--- config.mk ---
export PLATFORM = sky130hd
export DESIGN_NAME = camera_control_input_qualifier_flat
export DESIGN_NICKNAME = d
export VERILOG_FILES = /design/src/hdl/ccq_pkg.sv /design/src/hdl/ccq_if.sv /design/src/hdl/ccq_core.sv /design/src/hdl/ccq_out_buf.sv /design/src/hdl/camera_control_input_qualifier.sv /design/src/flat_wrapper.sv
export SDC_FILE = /design/constraint.sdc
export NUM_CORES = 1
export LEC_CHECK = 0
export BUFFER_PORTS_ARGS = -buffer_cell sky130_fd_sc_hd__buf_4
export CELL_PAD_IN_SITES_DETAIL_PLACEMENT = 0
export CELL_PAD_IN_SITES_GLOBAL_PLACEMENT = 1
export CORE_MARGIN = 3
export CORE_UTILIZATION = 48
export DETAILED_ROUTE_END_ITERATION = 12
export GPL_TIMING_DRIVEN = 0
export PLACE_DENSITY = 0.88
export SYNTH_ARGS = -nofsm -noshare
export SYNTH_HDL_FRONTEND = slang
export SYNTH_HIERARCHICAL = 1
export SYNTH_SLANG_ARGS = --single-unit
--- constraint.sdc ---
create_clock -name clk -period 8.7 [get_ports clk]
set_input_delay 0.435 -clock clk [delete_from_list [all_inputs] [get_ports clk]]
set_output_delay 0.435 -clock clk [all_outputs]
set_load 0.01 [all_outputs]
--- src/hdl/ccq_pkg.sv ---
// Shared types and constants for the camera control input qualifier.
// No dependencies; imported by the core, the output buffer and the top level.
package ccq_pkg;

  localparam int unsigned CfgIndexWidth = 3;
  localparam int unsigned CfgDataWidth  = 10;

  // Configuration register indexes.
  localparam logic [CfgIndexWidth-1:0] REG_BUTTON_LOCKOUT = 3'd0;
  localparam logic [CfgIndexWidth-1:0] REG_MODE_LOCKOUT   = 3'd1;
  localparam logic [CfgIndexWidth-1:0] REG_RECORD_LOCKOUT = 3'd2;
  localparam logic [CfgIndexWidth-1:0] REG_DIAL_STABLE    = 3'd3;
  localparam logic [CfgIndexWidth-1:0] REG_HOLD_EXIT      = 3'd4;
  localparam logic [CfgIndexWidth-1:0] REG_RECORD_LINE_EN = 3'd5;
  localparam logic [CfgIndexWidth-1:0] REG_JOYSTICK_MASK  = 3'd6;

  // Reset values of the configuration registers.
  localparam logic [7:0] BUTTON_LOCKOUT_RST = 8'd20;
  localparam logic [7:0] MODE_LOCKOUT_RST   = 8'd10;
  localparam logic [7:0] RECORD_LOCKOUT_RST = 8'd30;
  localparam logic [3:0] DIAL_STABLE_RST    = 4'd5;
  localparam logic [9:0] HOLD_EXIT_RST      = 10'd300;
  localparam logic       RECORD_LINE_EN_RST = 1'b1;
  localparam logic [4:0] JOYSTICK_MASK_RST  = 5'h1F;

  localparam logic [9:0] HOLD_COUNT_MAX = 10'h3FF;

  // button_events bit positions
  localparam int unsigned EV_ALBUM      = 0;
  localparam int unsigned EV_FN_PRESS   = 1;
  localparam int unsigned EV_FN_RELEASE = 2;
  localparam int unsigned EV_DEL        = 3;
  localparam int unsigned EV_SHUTTER    = 4;
  localparam int unsigned EV_RECORD     = 5;
  localparam int unsigned EV_MENU       = 6;
  localparam int unsigned EV_EXIT       = 7;
  localparam int unsigned EV_JOY_BASE   = 8;
  localparam int unsigned NumJoy        = 5;
  localparam int unsigned NumEvents     = 13;

  typedef struct packed {
    logic [7:0] button_lockout_ticks;
    logic [7:0] mode_lockout_ticks;
    logic [7:0] record_lockout_ticks;
    logic [3:0] dial_stable_ticks;
    logic [9:0] hold_exit_ticks;
    logic       record_line_enable;
    logic [4:0] joystick_enable_mask;
  } cfg_t;

  typedef struct packed {
    logic [7:0] port0_levels;
    logic [7:0] port1_levels;
    logic       record_line_level;
    logic [4:0] joystick_levels;
  } sample_t;

  typedef struct packed {
    logic [NumEvents-1:0] button_events;
    logic                 dial_changed;
    logic [3:0]           dial_value;
    logic                 mode_changed;
    logic                 video_mode;
    logic                 scroll_valid;
    logic                 scroll_forward;
    logic                 scroll_switch_pressed;
    logic                 tick_skipped;
  } result_t;

endpackage

--- src/hdl/ccq_if.sv ---
// Valid/ready channel interfaces for the qualifier: pin samples in, results out.
// No dependencies.
interface ccq_sample_if;
  logic       valid;
  logic       ready;
  logic [7:0] port0_levels;
  logic [7:0] port1_levels;
  logic       record_line_level;
  logic [4:0] joystick_levels;

  modport source (output valid, port0_levels, port1_levels, record_line_level,
                  joystick_levels, input ready);
  modport sink   (input valid, port0_levels, port1_levels, record_line_level,
                  joystick_levels, output ready);
endinterface

interface ccq_result_if;
  logic        valid;
  logic        ready;
  logic [12:0] button_events;
  logic        dial_changed;
  logic [3:0]  dial_value;
  logic        mode_changed;
  logic        video_mode;
  logic        scroll_valid;
  logic        scroll_forward;
  logic        scroll_switch_pressed;
  logic        tick_skipped;

  modport source (output valid, button_events, dial_changed, dial_value, mode_changed,
                  video_mode, scroll_valid, scroll_forward, scroll_switch_pressed,
                  tick_skipped, input ready);
  modport sink   (input valid, button_events, dial_changed, dial_value, mode_changed,
                  video_mode, scroll_valid, scroll_forward, scroll_switch_pressed,
                  tick_skipped, output ready);
endinterface

--- src/hdl/ccq_core.sv ---
// Per-tick qualification logic and its history registers.
// Depends on ccq_pkg. Result is combinational from the sample and current state.
module ccq_core (
  input  logic             clk,
  input  logic             rst,
  input  ccq_pkg::cfg_t    cfg,
  input  logic             take,
  input  ccq_pkg::sample_t smp,
  output ccq_pkg::result_t res
);
  import ccq_pkg::*;

  logic [11:0] lockout_count, lockout_count_next;
  logic        cand_valid, cand_valid_next;
  logic [3:0]  dial_candidate, dial_candidate_next;
  logic [3:0]  dial_stable_count, dial_stable_count_next;
  logic        acc_valid, acc_valid_next;
  logic [3:0]  dial_accepted, dial_accepted_next;
  logic        last_video, last_video_next;
  logic [4:0]  last_port_buttons, last_port_buttons_next; // album, fn, del, shutter, menu
  logic        last_record_pressed, last_record_pressed_next;
  logic [4:0]  last_joystick_pressed, last_joystick_pressed_next;
  logic        last_encoder_a, last_encoder_a_next;
  logic [9:0]  hold_count, hold_count_next;
  logic        exit_sent, exit_sent_next;

  logic                 skip;
  logic [3:0]           d;
  logic [3:0]           cnt_inc;
  logic                 mchg, dchg;
  logic                 enc_a, enc_b, enc_sw, sv;
  logic                 rec, both_held;
  logic [NumEvents-1:0] ev;
  logic [3:0]           btn_cnt;
  logic [11:0]          lock;

  assign skip = (lockout_count != 12'd0);

  always_comb begin
    d       = ~smp.port0_levels[3:0];
    cnt_inc = dial_stable_count + 4'd1;
    ev      = '0;
    dchg    = 1'b0;

    dial_candidate_next    = dial_candidate;
    cand_valid_next        = cand_valid;
    dial_stable_count_next = dial_stable_count;
    dial_accepted_next     = dial_accepted;
    acc_valid_next         = acc_valid;

    if (cand_valid && d == dial_candidate) begin
      if (dial_stable_count < cfg.dial_stable_ticks) begin
        dial_stable_count_next = cnt_inc;
        if (cnt_inc == cfg.dial_stable_ticks && (!acc_valid || d != dial_accepted)) begin
          dchg               = 1'b1;
          dial_accepted_next = d;
          acc_valid_next     = 1'b1;
        end
      end
    end else begin
      dial_candidate_next    = d;
      cand_valid_next        = 1'b1;
      dial_stable_count_next = 4'd0;
    end

    mchg            = smp.port0_levels[7] != last_video;
    last_video_next = smp.port0_levels[7];

    ev[EV_ALBUM]      = last_port_buttons[0] & ~smp.port0_levels[5];
    ev[EV_FN_PRESS]   = last_port_buttons[1] & ~smp.port0_levels[6];
    ev[EV_FN_RELEASE] = ~last_port_buttons[1] & smp.port0_levels[6];
    ev[EV_DEL]        = last_port_buttons[2] & ~smp.port0_levels[4];

    enc_a  = smp.port1_levels[3];
    enc_b  = smp.port1_levels[2];
    enc_sw = smp.port1_levels[1];
    sv     = enc_a != last_encoder_a;
    last_encoder_a_next = enc_a;

    rec = ~smp.port1_levels[7] | (cfg.record_line_enable & ~smp.record_line_level);
    ev[EV_SHUTTER] = last_port_buttons[3] & ~smp.port1_levels[5];
    ev[EV_RECORD]  = ~last_record_pressed & rec;
    ev[EV_MENU]    = last_port_buttons[4] & ~smp.port1_levels[4];
    last_record_pressed_next = rec;
    last_port_buttons_next = {smp.port1_levels[4], smp.port1_levels[5],
                              smp.port0_levels[4], smp.port0_levels[6], smp.port0_levels[5]};

    // Del + Menu hold: saturating count, one exit per hold
    both_held = ~smp.port0_levels[4] & ~smp.port1_levels[4];
    if (both_held) begin
      hold_count_next = (hold_count == HOLD_COUNT_MAX) ? hold_count : hold_count + 10'd1;
      ev[EV_EXIT]     = (hold_count_next >= cfg.hold_exit_ticks) & ~exit_sent;
      exit_sent_next  = exit_sent | ev[EV_EXIT];
    end else begin
      hold_count_next = 10'd0;
      exit_sent_next  = 1'b0;
    end

    // disabled joystick lines keep their remembered level
    for (int i = 0; i < NumJoy; i++) begin
      ev[EV_JOY_BASE+i] = cfg.joystick_enable_mask[i] & ~last_joystick_pressed[i]
                          & ~smp.joystick_levels[i];
      last_joystick_pressed_next[i] = cfg.joystick_enable_mask[i] ? ~smp.joystick_levels[i]
                                                                  : last_joystick_pressed[i];
    end

    btn_cnt = {3'b0, ev[EV_ALBUM]} + {3'b0, ev[EV_FN_PRESS]} + {3'b0, ev[EV_FN_RELEASE]}
            + {3'b0, ev[EV_DEL]} + {3'b0, ev[EV_SHUTTER]} + {3'b0, ev[EV_MENU]}
            + {3'b0, ev[EV_JOY_BASE]} + {3'b0, ev[EV_JOY_BASE+1]}
            + {3'b0, ev[EV_JOY_BASE+2]} + {3'b0, ev[EV_JOY_BASE+3]}
            + {3'b0, ev[EV_JOY_BASE+4]};
    lock = (mchg ? {4'b0, cfg.mode_lockout_ticks} : 12'd0)
         + ({8'b0, btn_cnt} * {4'b0, cfg.button_lockout_ticks})
         + (ev[EV_RECORD] ? {4'b0, cfg.record_lockout_ticks} : 12'd0);

    lockout_count_next = skip ? lockout_count - 12'd1 : lock;

    if (skip) begin
      res = '0;
      res.dial_value   = acc_valid ? dial_accepted : 4'd0;
      res.video_mode   = last_video;
      res.tick_skipped = 1'b1;
    end else begin
      res.button_events         = ev;
      res.dial_changed          = dchg;
      res.dial_value            = acc_valid_next ? dial_accepted_next : 4'd0;
      res.mode_changed          = mchg;
      res.video_mode            = last_video_next;
      res.scroll_valid          = sv;
      res.scroll_forward        = sv & (enc_a ^ enc_b);
      res.scroll_switch_pressed = sv & ~enc_sw;
      res.tick_skipped          = 1'b0;
    end
  end

  always_ff @(posedge clk) begin
    if (rst) begin
      lockout_count         <= 12'd0;
      cand_valid            <= 1'b0;
      dial_stable_count     <= 4'd0;
      acc_valid             <= 1'b0;
      last_video            <= 1'b0;
      last_port_buttons     <= 5'h1F;
      last_record_pressed   <= 1'b0;
      last_joystick_pressed <= 5'd0;
      last_encoder_a        <= 1'b0;
      hold_count            <= 10'd0;
      exit_sent             <= 1'b0;
    end else if (take) begin
      lockout_count <= lockout_count_next;
      if (!skip) begin
        cand_valid            <= cand_valid_next;
        dial_stable_count     <= dial_stable_count_next;
        acc_valid             <= acc_valid_next;
        last_video            <= last_video_next;
        last_port_buttons     <= last_port_buttons_next;
        last_record_pressed   <= last_record_pressed_next;
        last_joystick_pressed <= last_joystick_pressed_next;
        last_encoder_a        <= last_encoder_a_next;
        hold_count            <= hold_count_next;
        exit_sent             <= exit_sent_next;
      end
    end
  end

  // dial values are qualified by their valid bits
  always_ff @(posedge clk) begin
    if (take && !skip) begin
      dial_candidate <= dial_candidate_next;
      dial_accepted  <= dial_accepted_next;
    end
  end

endmodule

--- src/hdl/ccq_out_buf.sv ---
// Two-entry result buffer: output register plus skid entry.
// Depends on ccq_pkg. Ready toward the core comes from a register only.
module ccq_out_buf (
  input  logic             clk,
  input  logic             rst,
  input  logic             push,
  input  ccq_pkg::result_t push_data,
  output logic             can_push,
  output logic             head_valid,
  input  logic             pop,
  output ccq_pkg::result_t head_data
);
  import ccq_pkg::*;

  logic [1:0] count;
  result_t    q0, q1;

  assign head_valid = (count != 2'd0);
  assign can_push   = (count != 2'd2);
  assign head_data  = q0;

  always_ff @(posedge clk) begin
    if (rst) begin
      count <= 2'd0;
    end else if (push && !pop) begin
      count <= count + 2'd1;
    end else if (pop && !push) begin
      count <= count - 2'd1;
    end
  end

  always_ff @(posedge clk) begin
    if (push && pop) begin
      if (count == 2'd1) begin
        q0 <= push_data;
      end else begin
        q0 <= q1;
        q1 <= push_data;
      end
    end else if (push) begin
      if (count == 2'd0) begin
        q0 <= push_data;
      end else begin
        q1 <= push_data;
      end
    end else if (pop) begin
      q0 <= q1;
    end
  end

endmodule

--- src/hdl/camera_control_input_qualifier.sv ---
// Top level of the camera control input qualifier: config registers, core, result buffer.
// Depends on ccq_pkg, ccq_if, ccq_core and ccq_out_buf.
//
//   channel   dir  handshake     contents
//   sample    in   valid/ready   port0, port1, record line, joystick levels
//   result    out  valid/ready   events, dial, mode, scroll, skip flag
//   cfg_*     in   write enable  register index and data, no read-back
//
// One sample per cycle while the buffer has room; each result is registered in the buffer.
// The whole tick is evaluated in one pass of logic into a two-entry result buffer,
// so a stalled result costs nothing until both entries are full.
// Synchronous reset restores the register defaults and clears all history or its valid bits.
module camera_control_input_qualifier (
  input  logic                                 clk,
  input  logic                                 rst,
  input  logic                                 cfg_write,
  input  logic [ccq_pkg::CfgIndexWidth-1:0]    cfg_index,
  input  logic [ccq_pkg::CfgDataWidth-1:0]     cfg_data,
  ccq_sample_if.sink                           sample,
  ccq_result_if.source                         result
);
  import ccq_pkg::*;

  cfg_t    cfg;
  sample_t smp;
  result_t core_res, head;
  logic    take, can_push, head_valid;

  always_ff @(posedge clk) begin
    if (rst) begin
      cfg.button_lockout_ticks <= BUTTON_LOCKOUT_RST;
      cfg.mode_lockout_ticks   <= MODE_LOCKOUT_RST;
      cfg.record_lockout_ticks <= RECORD_LOCKOUT_RST;
      cfg.dial_stable_ticks    <= DIAL_STABLE_RST;
      cfg.hold_exit_ticks      <= HOLD_EXIT_RST;
      cfg.record_line_enable   <= RECORD_LINE_EN_RST;
      cfg.joystick_enable_mask <= JOYSTICK_MASK_RST;
    end else if (cfg_write) begin
      case (cfg_index)
        REG_BUTTON_LOCKOUT: cfg.button_lockout_ticks <= cfg_data[7:0];
        REG_MODE_LOCKOUT:   cfg.mode_lockout_ticks   <= cfg_data[7:0];
        REG_RECORD_LOCKOUT: cfg.record_lockout_ticks <= cfg_data[7:0];
        REG_DIAL_STABLE:    cfg.dial_stable_ticks    <= cfg_data[3:0];
        REG_HOLD_EXIT:      cfg.hold_exit_ticks      <= cfg_data[9:0];
        REG_RECORD_LINE_EN: cfg.record_line_enable   <= cfg_data[0];
        REG_JOYSTICK_MASK:  cfg.joystick_enable_mask <= cfg_data[4:0];
        default: ;
      endcase
    end
  end

  assign smp.port0_levels      = sample.port0_levels;
  assign smp.port1_levels      = sample.port1_levels;
  assign smp.record_line_level = sample.record_line_level;
  assign smp.joystick_levels   = sample.joystick_levels;

  assign sample.ready = can_push;
  assign take         = sample.valid & can_push;

  ccq_core u_core (
    .clk (clk),
    .rst (rst),
    .cfg (cfg),
    .take(take),
    .smp (smp),
    .res (core_res)
  );

  ccq_out_buf u_out_buf (
    .clk       (clk),
    .rst       (rst),
    .push      (take),
    .push_data (core_res),
    .can_push  (can_push),
    .head_valid(head_valid),
    .pop       (head_valid & result.ready),
    .head_data (head)
  );

  assign result.valid                 = head_valid;
  assign result.button_events         = head.button_events;
  assign result.dial_changed          = head.dial_changed;
  assign result.dial_value            = head.dial_value;
  assign result.mode_changed          = head.mode_changed;
  assign result.video_mode            = head.video_mode;
  assign result.scroll_valid          = head.scroll_valid;
  assign result.scroll_forward        = head.scroll_forward;
  assign result.scroll_switch_pressed = head.scroll_switch_pressed;
  assign result.tick_skipped          = head.tick_skipped;

endmodule
--- src/flat_wrapper.sv ---
// flat-port wrapper written by rule: the top's interface ports become plain ports
module camera_control_input_qualifier_flat import ccq_pkg::*;
  (clk, rst, cfg_write, cfg_index, cfg_data, sample_valid, sample_port0_levels, sample_port1_levels, sample_record_line_level, sample_joystick_levels, sample_ready, result_valid, result_button_events, result_dial_changed, result_dial_value, result_mode_changed, result_video_mode, result_scroll_valid, result_scroll_forward, result_scroll_switch_pressed, result_tick_skipped, result_ready);
  ccq_sample_if sample_i ();
  ccq_result_if result_i ();
  input  logic clk;
  input  logic rst;
  input  logic cfg_write;
  input  logic [ccq_pkg::CfgIndexWidth-1:0] cfg_index;
  input  logic [ccq_pkg::CfgDataWidth-1:0] cfg_data;
  input wire logic [$bits(sample_i.valid)-1:0] sample_valid;
  input wire logic [$bits(sample_i.port0_levels)-1:0] sample_port0_levels;
  input wire logic [$bits(sample_i.port1_levels)-1:0] sample_port1_levels;
  input wire logic [$bits(sample_i.record_line_level)-1:0] sample_record_line_level;
  input wire logic [$bits(sample_i.joystick_levels)-1:0] sample_joystick_levels;
  output wire logic [$bits(sample_i.ready)-1:0] sample_ready;
  output wire logic [$bits(result_i.valid)-1:0] result_valid;
  output wire logic [$bits(result_i.button_events)-1:0] result_button_events;
  output wire logic [$bits(result_i.dial_changed)-1:0] result_dial_changed;
  output wire logic [$bits(result_i.dial_value)-1:0] result_dial_value;
  output wire logic [$bits(result_i.mode_changed)-1:0] result_mode_changed;
  output wire logic [$bits(result_i.video_mode)-1:0] result_video_mode;
  output wire logic [$bits(result_i.scroll_valid)-1:0] result_scroll_valid;
  output wire logic [$bits(result_i.scroll_forward)-1:0] result_scroll_forward;
  output wire logic [$bits(result_i.scroll_switch_pressed)-1:0] result_scroll_switch_pressed;
  output wire logic [$bits(result_i.tick_skipped)-1:0] result_tick_skipped;
  input wire logic [$bits(result_i.ready)-1:0] result_ready;
  assign sample_i.valid = sample_valid;
  assign sample_i.port0_levels = sample_port0_levels;
  assign sample_i.port1_levels = sample_port1_levels;
  assign sample_i.record_line_level = sample_record_line_level;
  assign sample_i.joystick_levels = sample_joystick_levels;
  assign sample_ready = sample_i.ready;
  assign result_valid = result_i.valid;
  assign result_button_events = result_i.button_events;
  assign result_dial_changed = result_i.dial_changed;
  assign result_dial_value = result_i.dial_value;
  assign result_mode_changed = result_i.mode_changed;
  assign result_video_mode = result_i.video_mode;
  assign result_scroll_valid = result_i.scroll_valid;
  assign result_scroll_forward = result_i.scroll_forward;
  assign result_scroll_switch_pressed = result_i.scroll_switch_pressed;
  assign result_tick_skipped = result_i.tick_skipped;
  assign result_i.ready = result_ready;
  camera_control_input_qualifier u_core (.clk(clk), .rst(rst), .cfg_write(cfg_write), .cfg_index(cfg_index), .cfg_data(cfg_data), .sample(sample_i), .result(result_i));
endmodule
# ---- Yosys cells after proc, flatten, opt, wreduce, memory -nomap -nowiden
# Index checks and enable logic that the tools add are counted.
dict set report word_totals {
  ff_bits 144
  out_inout_bits 26
  wordCells 200
}
dict set report classes {
  bitwise_logic 51
  muxes 32
  n_addsub 17
  magnitude_cmp 2
  n_mul 1
  eq_ne 18
  reduce_logical 36
}
# op n
set op_table {}
lappend op_table {{two-way mux 24 bit} 10}
lappend op_table {{adder 4 x 1 -> 4 bit} 7}
lappend op_table {{two-way mux 4 bit} 7}
lappend op_table {{bitwise AND 1 bit} 24}
lappend op_table {{AND reduction 3 bit} 8}
lappend op_table {{inverter 1 bit} 23}
lappend op_table {{two-way mux 10 bit} 2}
lappend op_table {{AND reduction 2 bit} 10}
lappend op_table {{two-way mux 8 bit} 2}
lappend op_table {{adder 12 x 8 -> 12 bit} 1}
lappend op_table {{adder 8 x 12 -> 12 bit} 1}
lappend op_table {{multiplier 4 x 8 -> 12 bit} 1}
lappend op_table {{two-way mux 12 bit} 1}
lappend op_table {{nonzero test 12 bit} 1}
lappend op_table {{subtractor 12 x 1 -> 12 bit, second input constant} 1}
lappend op_table {{adder 10 x 1 -> 10 bit, second input constant} 1}
lappend op_table {{equality test 10 bit, second input constant} 1}
lappend op_table {{>= comparator 10 bit} 1}
lappend op_table {{equality test 3 bit, second input constant} 3}
lappend op_table {{equality test 4 bit} 2}
lappend op_table {{two-way mux 1 bit} 8}
lappend op_table {{equality test 3 x 2 -> 1 bit, second input constant} 2}
lappend op_table {{logical AND 1 bit} 6}
lappend op_table {{inequality test 2 bit, second input constant} 3}
lappend op_table {{other kinds (23)} 31}

# ---- Depth between registers and ports, before layout
dict set report depth {
  ltp_word 16
  depth_mapped 24
  ltp_nobuf 24
}

# ---- Cells and area by module
# The synthesis kept the hierarchy.
# mod seq_area_each_um2 n_inst cells_per_inst area_each_um2
set modules_own_cells {}
lappend modules_own_cells {ccq_core 1081.0 1 567 4734.5}
lappend modules_own_cells {ccq_out_buf 1481.4 1 99 2042.0}
lappend modules_own_cells {camera_control_input_qualifier 880.8 1 172 1800.5}

# ---- Least setup slack after synthesis
# No wires, ideal clock.
dict set report synth_timing {
  path_type {input port to flip-flop}
  from {in sample_joystick_levels[3]}
  to {reg u_core.u_core.lockout_count[11]}
  setup_time_ps 120
  path_buffers 0
  required_ps 8580
  t_arrival_ps 6630
  stages 21
  path_slack_ps 1951
  path_cell_list {or3b_2 -> fa_1 -> inv_1 -> fa_1 -> inv_1 -> fa_1 -> fa_1 -> fa_1 -> xnor2_1 -> nand2_1 -> fa_1 -> fa_1 -> fa_1 -> inv_1 -> ha_1 -> a211oi_1 -> nor2_1 -> o21a_1 -> o2111ai_1 -> a211oi_1 -> a211o_1}
}
dict set report synth_between {
  elab_chain_cells 8
}
# item line_no
set synth_lines {}
lappend synth_lines {{start, declared} flat_wrapper.sv:15} ;# input wire logic [$bits(sample_i.joystick_levels)-1:0] sample_joystick_levels;
lappend synth_lines {{inverter 1 bit} ccq_core.sv:102} ;# & ~smp.joystick_levels[i];
lappend synth_lines {{bitwise AND 1 bit} ccq_core.sv:102}
lappend synth_lines {{adder 4 x 1 -> 4 bit} ccq_core.sv:110} ;# + {3'b0, ev[EV_JOY_BASE+2]} + {3'b0, ev[EV_JOY_BASE+3]}
lappend synth_lines {{adder 4 x 1 -> 4 bit} ccq_core.sv:111} ;# + {3'b0, ev[EV_JOY_BASE+4]};
lappend synth_lines {{multiplier 4 x 8 -> 12 bit} ccq_core.sv:113} ;# + ({8'b0, btn_cnt} * {4'b0, cfg.button_lockout_ticks})
lappend synth_lines {{adder 8 x 12 -> 12 bit} ccq_core.sv:113}
lappend synth_lines {{adder 12 x 8 -> 12 bit} ccq_core.sv:114} ;# + (ev[EV_RECORD] ? {4'b0, cfg.record_lockout_ticks} : 12'd0);
lappend synth_lines {{two-way mux 12 bit} ccq_core.sv:116} ;# lockout_count_next = skip ? lockout_count - 12'd1 : lock;
lappend synth_lines {{end signal, assigned} ccq_core.sv:150} ;# lockout_count <= lockout_count_next;
lappend synth_lines {{end, declared} ccq_core.sv:13} ;# logic [11:0] lockout_count, lockout_count_next;
# Every way passes these cells.
# A chain may end at the register's enable or synchronous reset.

# ---- Worst setup path after layout
dict set report layout_timing {
  from {reg, netlist name u_core/cfg[3]}
  to {reg u_core.u_core.lockout_count[11]}
}
dict set report layout_between {
  elab_chain_cells 8
}
# item line_no
set layout_lines {}
lappend layout_lines {{bitwise AND 1 bit} ccq_core.sv:101} ;# ev[EV_JOY_BASE+i] = cfg.joystick_enable_mask[i] & ~last_joystick_pressed[i]
lappend layout_lines {{bitwise AND 1 bit} ccq_core.sv:102}
lappend layout_lines {{adder 4 x 1 -> 4 bit} ccq_core.sv:110}
lappend layout_lines {{adder 4 x 1 -> 4 bit} ccq_core.sv:111}
lappend layout_lines {{multiplier 4 x 8 -> 12 bit} ccq_core.sv:113}
lappend layout_lines {{adder 8 x 12 -> 12 bit} ccq_core.sv:113}
lappend layout_lines {{adder 12 x 8 -> 12 bit} ccq_core.sv:114}
lappend layout_lines {{two-way mux 12 bit} ccq_core.sv:116}
# Every way passes these cells.

==> flow_summary.yaml <==
outcome:
  status: "finished, final reports clean"
synth:
  synth_seq_cells: 144
  synth_top_cell_area_share: 0.205
  synth_compound_area_frac: 0.0770
  yosys_most_used_dff: "dfxtp_1"
  synthSimpleGateAreaFrac: 0.192
  synth_seq_area_share: 0.401
  syn_area_um2: 8580
  synth_xor_area_frac: 0.0317
  synth_top_family_by_area: "simple AND/OR/NAND/NOR gates"
  synthDistinctLibCells: 65
  synth_area_leaders: "dfxtp_1 (21%), edfxtp_1 (20%), fa_1 (8.2%), ha_1 (6.1%), mux2i_1 (5.5%)"
  synthAdderAreaFrac: 0.143
  yosys_warnings: 6
  netlist_instances: 838
  syn_area_per_cell_um2: 10.2
  synthMuxAreaShare: 0.102
  synth_edf_count: 56
  yosysTopAreaCell: "dfxtp_1"
  syn_nets: 955
  synthArstFlopShare: 0
power_and_ir_drop:
  sw_frac_of_total: 0.413
  p_int_mw: 2.37
  leakage_nw: 4.27
  p_sw_mw: 1.67
  pwr-share-comb: 0.579
  clock_power_share: 0.182
  power_frac_seq: 0.238
  peakVddDrop_mv: 0.307
  powerDensity_nw_per_um2: 406
critical_path:
  arrival_ns: 7.64
  timing.rr.end: "u_core/u_core/lockout_count[11]"
  r2r_slack_ns: 1.37
  setup.worst_path.end_class: "flop"
  cp.required_ns: 9.01
  cp_max_fo: 8
  start_kind: "flop"
  cp_slowest_cell: "xnor2_1"
  cp-startpoint: "u_core/cfg[3]"
  r2r_start: "u_core/cfg[3]"
  reg2regPathDepth: 21
  path_class: "reg -> reg"
  cp_cell_sequence: "or3b_2 > fa_1 > inv_1 > fa_1 > inv_1 > fa_1 > fa_1 > fa_1 > xnor2_1 > nand2_1 > fa_1 > fa_1 > fa_1 > inv_1 > ha_1 > a211oi_1 > nor2_1 > o21a_1 > o2111ai_1 > a211oi_1 > a211o_1"
  crit_top_cell: "fa_1"
  critPathMaxStageDelay_ns: 0.64
floorplanning:
  coreArea_um2: 17400
  die_h_um: 140
  fp.dieW_um: 140
  start_util: 0.492
  fp-row-count: 48
  ios: 66
  die-area_um2: 19500
sta:
  rsz0062_at_grt: "no"
  final_max_slew_viol_count: 0
  max_freq_mhz: 136
  period_share: 0.842
  tns_ns: 0
  setup_viol: 0
  slew_headroom: 0.338
  worst_pin_slew_ns: 0.989
  hold_viol_final: 0
  fin_skew_ns: 0.00806
  final.min_clock_period_ns: 7.33
placement:
  portBuffers: 62
  hpwl_mm: 14.0
  dpl_cell_area_um2: 9370
  gp_congestion: 0.864
min_path:
  holdPathEnd: "u_core/u_core/last_joystick_pressed[1]"
  hold_start: "sample_joystick_levels[1]"
  hold-path-cell-count: 2
  holdCritPathClass: "in -> reg"
drt:
  drc: 0
  wirelength_mm: 18.3
  route.vias.total: 6066
  final_antenna_net_count: 0
  wl_per_cell_um: 15.8
  first_iter_violations: 334
  viasPerCell: 5.23
  drt-pass1-iter-count: 5
clocking:
  clockBufferDepth: 2
  cts_buffers: 17
  root_buffer: "clkbuf_16"
  postCtsHoldBufs: 0
  ctsResizeCount: 0
  cts_tree: "built"
  cts-htree-levels: 4
  cts.sinks: 144
  clock_latency_ns: 0.42
  path_clk_slew_ns: 0.06
  post-cts-setup-buffers: 0
run:
  max-cap-violations: 0
final_layout:
  antenna_cells: 0
  fin_area_um2: 9970
  drive_above_1_share: 0.161
  fin_nets: 1038
  fin_util: 0.572
  areaGrowthSynthToFinish_pct: 16.2
  fill_cells: 1478
global_routing:
  grt_pass1_vias: 5879
  grtUsageTotal: 0.191
  grt_overflow: 0
  antenna_found_initial: 0
  grt_max_degree: 21
  grt_pass1_wl_mm: 29.8
metrics by stage:
stage	instances	setup WS, ns	total power [mW]	hold WS [ns]
finish	1159	1.37	4.05	0.236
global route	1159	1.05	4.43	0.222
CTS	1159	1.37	4.09	0.221
detailed placement	1127	1.22	3.33	0.452
global placement	1125	1.26	3.26	0.442
floorplan	838	1.95	2.75	0.432
critical path, delay by kind of cell, from the launching register on:
kind                     cells  cell delay, ns
adder cells (fa/ha/maj)      9            4.21
AO/OA/AOI/OAI                5            1.04
AND/OR/NAND/NOR              3            0.77
XOR/XNOR                     1            0.64
buffers and inverters        3            0.15
flip-flops                   1            0.39
routing by layer:
layer  vias up  track usage  part of all wire
met3        22       0.0412             0.046
met1      2851        0.269              0.49
li1       3040            -                 -
met5         -            0                 0
met4         0       0.0683             0.019
met2       153        0.291              0.44
kinds of logic (layout without fill, tap and decap cells):
group / after synthesis / count (layout)
fa+ha+maj: 77 / 77
buf+inv: 109 / 205
flops: 144 / 144
compound gates: 101 / 101
simple gates: 301 / 301
xor+xnor: 31 / 31
mux: 75 / 75
synth_stat cells, types with 6 or more instances:
cell / count
dfxtp_1: 88
inv_1: 74
nor2_1: 74
edfxtp_1: 56
nand2_1: 54
nand2b_1: 49
mux2i_1: 47
ha_1: 42
fa_1: 35
a21oi_1: 26
clkbuf_1: 22
nor2b_1: 22
and2_1: 21
mux2_4: 21
xnor2_1: 21
o21ai_0: 17
nand3_1: 13
nor3_1: 11
a211oi_1: 10
a22oi_1: 10
xor2_1: 10
a311oi_1: 6
mux2_2: 6
o21a_1: 6
or3_1: 6
state kept, by name (all words and copies together), names as in the netlist:
| signal | flops |
|---|---|
| u_core/u_out_buf/head_data | 24 |
| u_core/u_core/last_record_pressed | 1 |
| u_core/u_core/acc_valid | 1 |
| u_core/u_core/lockout_count | 12 |
| u_core/u_core/dial_stable_count | 4 |
| u_core/u_out_buf/count | 2 |
| u_core/u_core/hold_count | 10 |
| u_core/u_core/last_video | 1 |
| u_core/u_core/exit_sent | 1 |
| u_core/u_core/dial_candidate | 4 |
| u_core/u_out_buf/q1 | 24 |
| u_core/cfg | 44 |
| u_core/u_core/last_encoder_a | 1 |
| u_core/u_core/last_joystick_pressed | 5 |
| u_core/u_core/cand_valid | 1 |
| u_core/u_core/last_port_buttons | 5 |
| u_core/u_core/dial_accepted | 4 |
worst max path at each step:
stage | end | cells past startpoint
after global placement | u_core/u_core/lockout_count[11] | 22
after CTS | u_core/u_core/lockout_count[11] | 21
after floorplan | u_core/u_core/lockout_count[11] | 21
after detailed placement | u_core/u_core/lockout_count[11] | 22
final | u_core/u_core/lockout_count[11] | 21
after global routing | u_core/u_core/lockout_count[11] | 21
placed cells by master (no fill, tap or decap), types with 4 or more instances in the layout:
cell	instances
mux2_4	21
nand4_1	5
o22ai_1	5
fa_1	35
inv_6	6
clkbuf_16	17
a311oi_1	6
a21o_1	5
o21a_1	6
nand4bb_1	4
and2_1	21
xnor2_1	21
nand3b_1	5
or3_1	6
a22oi_1	10
inv_1	74
nand3_1	13
xor2_1	10
nor2_1	74
buf_2	5
nor2b_1	22
nand2b_1	49
nor3_1	11
ha_1	42
or2_2	4
clkbuf_1	22
mux2i_1	47
edfxtp_1	56
nor4_1	4
nand2_1	54
a21oi_1	25
buf_4	66
a211oi_1	10
mux2_2	6
dfxtp_1	88
o21ai_0	17
layout make-up:
type	instances	area, µm²	area share
clock inverters	15	170	0.0171
inverters	74	278	0.0279
flip-flops and latches	144	3440	0.345
well taps	225	282	0.0282
repair buffers	64	495	0.0497
multi-input cells	585	4700	0.471
clock buffers	17	425	0.0427
plain buffers	35	175	0.0176
power groups by stage:
stage               sequential [mW]  clock, mW  combinational [mW]
detailed placement            0.977          0                2.35
finish                        0.965      0.738                2.34
global route                  0.981      0.775                2.67
CTS                           0.966      0.751                2.38
floorplan                     0.997          0                1.75
global placement              0.976          0                2.28
(Power assumes the default switching activity.)
